==> src/hdl/rhht_pkg.sv <==
package rhht_pkg;

	localparam int ENTRY_COUNT_W = 11;
	localparam int LIMIT_W = 10;
	localparam logic [LIMIT_W-1:0] LIMIT_RESET = 10'd768;

	localparam logic [1:0] REQ_PUT = 2'd0;
	localparam logic [1:0] REQ_GET = 2'd1;
	localparam logic [1:0] REQ_DEL = 2'd2;

	typedef enum logic [2:0] {
		ST_INSERTED  = 3'd0,
		ST_REPLACED  = 3'd1,
		ST_FOUND     = 3'd2,
		ST_NOT_FOUND = 3'd3,
		ST_DELETED   = 3'd4,
		ST_FULL      = 3'd5
	} status_t;

	typedef struct packed {
		logic [1:0]  req_type;
		logic [47:0] hash;
		logic [63:0] key;
		logic [31:0] value;
	} req_t;

	typedef struct packed {
		status_t                    status;
		logic [31:0]                value_out;
		logic [ENTRY_COUNT_W-1:0]   entry_count;
	} rsp_t;

	typedef struct packed {
		logic [47:0] hash;
		logic [63:0] key;
		logic [31:0] value;
	} entry_t;

	typedef enum logic [3:0] {
		CMD_NONE,
		CMD_CLEAR,
		CMD_ACCEPT,
		CMD_FIND,
		CMD_REPLACE,
		CMD_INS_ISSUE,
		CMD_INS,
		CMD_DEL_ISSUE,
		CMD_DEL,
		CMD_RESULT
	} cmd_op_t;

	typedef struct packed {
		cmd_op_t op;
		status_t code;
	} cmd_t;

	typedef struct packed {
		logic       clear_done;
		logic [1:0] in_type;
		logic [1:0] req_type;
		logic       hit;
		logic       miss;
		logic       full;
		logic       ins_end;
		logic       del_end;
		logic       out_busy;
	} sts_t;

	typedef enum logic [3:0] {
		S_CLEAR,
		S_IDLE,
		S_FIND,
		S_REPL,
		S_INS_RD,
		S_INS,
		S_DEL_RD,
		S_DEL,
		S_DONE
	} state_t;

endpackage

==> src/hdl/rhht_ctrl.sv <==
module rhht_ctrl (
	input  logic           clk,
	input  logic           arst_n,
	input  logic           req_valid,
	output logic           req_stall,
	input  rhht_pkg::sts_t sts,
	output rhht_pkg::cmd_t cmd
);
	import rhht_pkg::*;

	state_t  state_q, state_d;
	status_t code_q, code_d;

	always_ff @(posedge clk or negedge arst_n) begin
		if (!arst_n) begin
			state_q <= S_CLEAR;
			code_q  <= ST_NOT_FOUND;
		end else begin
			state_q <= state_d;
			code_q  <= code_d;
		end
	end

	always_comb begin
		state_d  = state_q;
		code_d   = code_q;
		cmd.op   = CMD_NONE;
		cmd.code = code_q;
		req_stall = (state_q != S_IDLE);
		unique case (state_q)
			S_CLEAR: begin
				cmd.op = CMD_CLEAR;
				if (sts.clear_done) state_d = S_IDLE;
			end
			S_IDLE: begin
				if (req_valid) begin
					cmd.op = CMD_ACCEPT;
					if (sts.in_type == REQ_PUT || sts.in_type == REQ_GET
						|| sts.in_type == REQ_DEL) begin
						state_d = S_FIND;
					end else begin
						code_d  = ST_NOT_FOUND;
						state_d = S_DONE;
					end
				end
			end
			S_FIND: begin
				cmd.op = CMD_FIND;
				if (sts.hit) begin
					if (sts.req_type == REQ_PUT) begin
						state_d = S_REPL;
					end else if (sts.req_type == REQ_DEL) begin
						state_d = S_DEL_RD;
					end else begin
						code_d  = ST_FOUND;
						state_d = S_DONE;
					end
				end else if (sts.miss) begin
					if (sts.req_type == REQ_PUT && !sts.full) begin
						state_d = S_INS_RD;
					end else begin
						code_d  = (sts.req_type == REQ_PUT) ? ST_FULL : ST_NOT_FOUND;
						state_d = S_DONE;
					end
				end
			end
			S_REPL: begin
				cmd.op  = CMD_REPLACE;
				code_d  = ST_REPLACED;
				state_d = S_DONE;
			end
			S_INS_RD: begin
				cmd.op  = CMD_INS_ISSUE;
				state_d = S_INS;
			end
			S_INS: begin
				cmd.op = CMD_INS;
				if (sts.ins_end) begin
					code_d  = ST_INSERTED;
					state_d = S_DONE;
				end
			end
			S_DEL_RD: begin
				cmd.op  = CMD_DEL_ISSUE;
				state_d = S_DEL;
			end
			S_DEL: begin
				cmd.op = CMD_DEL;
				if (sts.del_end) begin
					code_d  = ST_DELETED;
					state_d = S_DONE;
				end
			end
			S_DONE: begin
				if (!sts.out_busy) begin
					cmd.op  = CMD_RESULT;
					state_d = S_IDLE;
				end
			end
			default: state_d = S_IDLE;
		endcase
	end

endmodule

==> config.mk <==
export PLATFORM = sky130hd
export DESIGN_NAME = rhht_ctrl
export DESIGN_NICKNAME = d
export VERILOG_FILES = /design/src/hdl/rhht_pkg.sv /design/src/hdl/rhht_ctrl.sv
export SDC_FILE = /design/constraint.sdc
export NUM_CORES = 1
export LEC_CHECK = 0
export BUFFER_PORTS_ARGS = -buffer_cell sky130_fd_sc_hd__buf_2
export CAP_MARGIN = 20
export CELL_PAD_IN_SITES_DETAIL_PLACEMENT = 0
export CELL_PAD_IN_SITES_GLOBAL_PLACEMENT = 1
export CORE_MARGIN = 2
export CORE_UTILIZATION = 35
export DETAILED_ROUTE_END_ITERATION = 8
export PLACE_DENSITY = 0.74
export RECOVER_POWER = 25
export SLEW_MARGIN = 20
export SYNTH_ARGS = -nofsm -noshare
export SYNTH_HDL_FRONTEND = slang
export SYNTH_SLANG_ARGS = --single-unit
export TNS_END_PERCENT = 20
==> constraint.sdc <==
create_clock -name clk -period 2.18 [get_ports clk]
set_input_delay 0.654 -clock clk [delete_from_list [all_inputs] [get_ports clk]]
set_output_delay 0.654 -clock clk [all_outputs]
set_load 0.05 [all_outputs]
# Yosys cells after proc, flatten, opt, wreduce, memory -nomap -nowiden
# Cells that the tools add are included.
dict set report totals {
  romBits 0
  in_bits 14
  word_cells 60
  latchBits 0
  register_bits 7
  out_inout_bits 8
  ram_bits 0
  mem_count 0
}
dict set report classes {
  addsub 0
  n_div 0
  shift 0
  n_eq_ne 22
  reduce_logical 10
  multipliers 0
  order_cmp 0
  n_mux 26
  bitwise 0
}
# operator count
set ops {}
lappend ops {{$pmux W4 S9} 2}
lappend ops {{$mux W4} 12}
lappend ops {{$mux W3} 10}
lappend ops {{$eq A4 B3 Y1 const B} 4}
lappend ops {{$pmux W3 S5} 1}
lappend ops {{$ne A2 B2 Y1 const B} 6}
lappend ops {{$ne A3 B3 Y1 const B} 4}
lappend ops {{$reduce_and A9 Y1} 1}
lappend ops {{$eq A4 B2 Y1 const B} 2}
lappend ops {{$reduce_and A6 Y1} 1}
lappend ops {{$reduce_bool A5 Y1} 1}
lappend ops {{$eq A2 B2 Y1 const B} 2}
lappend ops {{$eq A4 B1 Y1 const B} 1}
lappend ops {{$eq A4 B4 Y1 const B} 1}
lappend ops {{$logic_not A2 Y1} 2}
lappend ops {{$logic_not A4 Y1} 1}
lappend ops {{$ne A4 B1 Y1 const B} 1}
lappend ops {{$eq A2 B1 Y1 const B} 1}
lappend ops {{$logic_or A1 B1 Y1} 2}
lappend ops {{$mux W2} 1}
lappend ops {{$logic_and A1 B1 Y1} 1}
lappend ops {{$logic_not A1 Y1} 1}

# Logic depth before layout (Yosys ltp)
dict set report depth {
  depth_word 6
  ltp_mapped 5
  depth_no_buf 4
}

# Worst setup path before layout
# OpenSTA, ideal clock, no wires.
dict set report synth_timing {
  path_type {register to output}
  startpoint {register state_q[3]}
  endpoint {output cmd[6] in the netlist's numbering}
  n_path_buf 1
  arrival_ns 2.437
  stages_incl_launch_ff 4
  path_slack_ns -0.911
  t_required_ns 1.526
  cell_sequence {dfrtp_1 > clkbuf_1 > nand2b_1 > o41ai_1}
}
# element line
set synth_lines {}
lappend synth_lines {{from (decl)} rhht_ctrl.sv:11} ;# state_t state_q, state_d;
lappend synth_lines {{from (signal assigned)} rhht_ctrl.sv:19} ;# state_q <= state_d;
lappend synth_lines {{to (decl)} rhht_ctrl.sv:7} ;# output rhht_pkg::cmd_t cmd

# Worst setup path after layout
dict set report layout_timing {
  startpoint {register state_q[2]}
  endpoint {output req_stall}
}
dict set report layout_between {
  elab_chain_len 1
}
# element line
set layout_rtl {}
lappend layout_rtl {{$ne A4 B1 Y1} rhht_ctrl.sv:29} ;# req_stall = (state_q != S_IDLE);
lappend layout_rtl {{to (decl)} rhht_ctrl.sv:5} ;# output logic req_stall,
# Every way passes these cells.

==> run metrics <==
status complete, no violations; Max Slew Vio Count 0; Synth Area in Adders 0; RSZ-0062 raised after global routing true; I/O pins 22; Post-Place Setup Slack 50.8 ps; Max clock buf depth 2; CP startpoint kind register; antenna violations before repair 0; Power Internal 0.578 mW; most frequent cells after synthesis 7 x nand2_1, 6 x inv_1, 5 x dfrtp_1; Final #Nets 113; sequential share of the synthesized area 0.280; Layout Cells excl Fill 123; mapped cell area 634 um2; Residual DRC 0; FMAX 467 MHz; CTS Sinks 7; Synth Instances 70; Mean Syn Cell Area 9.06 um2; worst hold slack 279 ps; Die ar. 2170 um2; All-Layer GR Usage 0.146; Synth cell types 36; Fin Clk Skew 0.133 ps; gp weighted congestion 0.810; FILL cells 172; Synth area leaders dfrtp_1 20%, dfstp_2 8.3%, mux2_4 4.7%; min Tclk post-route 2140 ps; 1st-iter DRT viols 18; Util after Layout 0.505; vias per inst 4.87; Final Cell Area 862 um2; PortBufs 21; IR drop worst, VDD 0.923 mV; switching portion of total power 0.514; Clock power frac 0.093; Detailed Route WL 1480 um; synth-to-layout area growth 35.9%; FP Rows 15; Post-CTS Setup Repair Bufs 0; Initial Util 0.371; Ant. Diodes 0; Hold Fails Final Rpt 0; setup TNS 0 ps; Flop pwr share 0.209; count leader, synth nand2_1; Finish-stage setup viols 0; CTS root buffer clkbuf_4; mux share of post-synthesis cell area 0.0789; Placement Cell Area 826 um2; cell taking the most area after synthesis dfrtp_1; placed cell count 119; share of cells above drive strength 1 0.490; Post-Synth Simple-Gate Area 0.243; CTS HTree Levels 1; Syn. warnings 0; PD cells 1380 nW/um2; first-pass GRT wire length 2280 um; post-DP HPWL 1200 um; CTS tree built; largest family of logic cells by synthesized area compound AO/OA/AOI/OAI gates; Synth Area in XOR/XNOR 0.0138; gr ovfl total 0; Clk pin slew, worst setup/hold paths 50 ps; via count 599; DRT antenna net count 0; Crit Path Class register to primary output; Leak 0.377 nW; number of global-route vias before repair 521; Rel. slew slack 0.757; ys async rst share 1.00; CTS buffer count 3; Critical Path Sink Type primary output; Synth Area in Compound Gates 0.318; Slew @ Worst Pin 354 ps; Multi-input gate area 437 um2; Die Span X 46.6 um; Worst Hold Class input port to async pin; 1st-pass router iterations 4; R2R Setup Slk 330 ps; Yosys reg bits 7; R2R cell count 6; worst setup margin 39.3 ps; FF-to-FF End code_q[2]$_DFFE_PN0P_; combinational power share 0.698; Core Box Area 1710 um2; overall power 1.19 mW; Die Y 46.6 um; sequential cell area 181 um2; pin count of the biggest net entering global routing 13; maximum capacitance violations 0; FF-to-FF Start state_q[0]$_DFFE_PN0P_; wire length per cell 12.1 um; Final period util 0.982; number of synthesized flops with an enable pin 0; top cell type's share of synthesized area 0.197; Crit path required time 1530 ps; ys flop type dfrtp_1; switching power 0.612 mW; worst-path fanout max 7; Clock Latency Late Sink 240 ps; CP Data Arrival Time 1490 ps; Post-Syn Nets 84
==> sequential cells by signal, indices dropped and copies added (netlist names) <==
| signal | count |
|---|---|
| code_q | 3 |
| state_q | 4 |
==> layout make-up <==
class	count	share of cell area
Tap cell	25	0.0363
Clock buffer	4	0.0305
Timing Repair Buffer	28	0.190
Sequential cell	7	0.210
Multi-Input combinational cell	53	0.507
Inverter	6	0.0261
==> timing repair <==
| action | in CTS | in global routing |
|---|---|---|
| endpoints found under the setup margin | 4 | 3 |
| hold buffers | 0 | 0 |
| gates resized for setup | 3 | 4 |
==> worst max-delay path, stage by stage, from the launching register on <==
cell and delay (ps):
dfrtp_2 470, buf_4 190, nor4b_2 300, inv_1 60, buf_2 210
==> cell families (layout without fill, tap and decap cells) <==
kind of cell              Yosys count  after routing
and+or+nand+nor                    26             26
AOI/OAI and AO/OA                  22             22
buffers and inverters              10             38
DFF                                 7              7
muxes                               4              4
xor gates and xnor gates            1              1
==> worst max path at each step <==
stage / start / endpoint
detailed placement: sts[0] / cmd[3]
floorplan: state_q[2]$_DFFE_PN0P_ / cmd[4]
finish: state_q[2]$_DFFE_PN0P_ / req_stall
CTS: state_q[0]$_DFFE_PN0P_ / cmd[6]
global route: state_q[2]$_DFFE_PN0P_ / req_stall
global placement: sts[0] / cmd[3]
==> cells in the final DEF (no fill, tap or decap), types with 3 or more instances in the layout <==
cell	count
nand2b_1	3
buf_2	17
dfrtp_2	3
nor2_1	3
nand3_1	4
clkbuf_4	3
nand2_1	7
inv_1	6
buf_4	10
==> power by group through the flow <==
stage | clock, mW | sequential, mW | combinational, mW
final | 0.110 | 0.249 | 0.830
after global routing | 0.121 | 0.260 | 0.892
after CTS | 0.115 | 0.248 | 0.834
after detailed placement | 0 | 0.249 | 0.821
after global placement | 0 | 0.248 | 0.821
after floorplan | 0 | 0.289 | 0.588
==> layer usage <==
layer | wire [um] | global-route usage
met1 | 707 | 0.209
met2 | 732 | 0.236
met3 | 44 | 0
met5 | 0 | 0
met4 | 0 | 0.0514
Note: power is estimated with default switching activity, not from simulation.
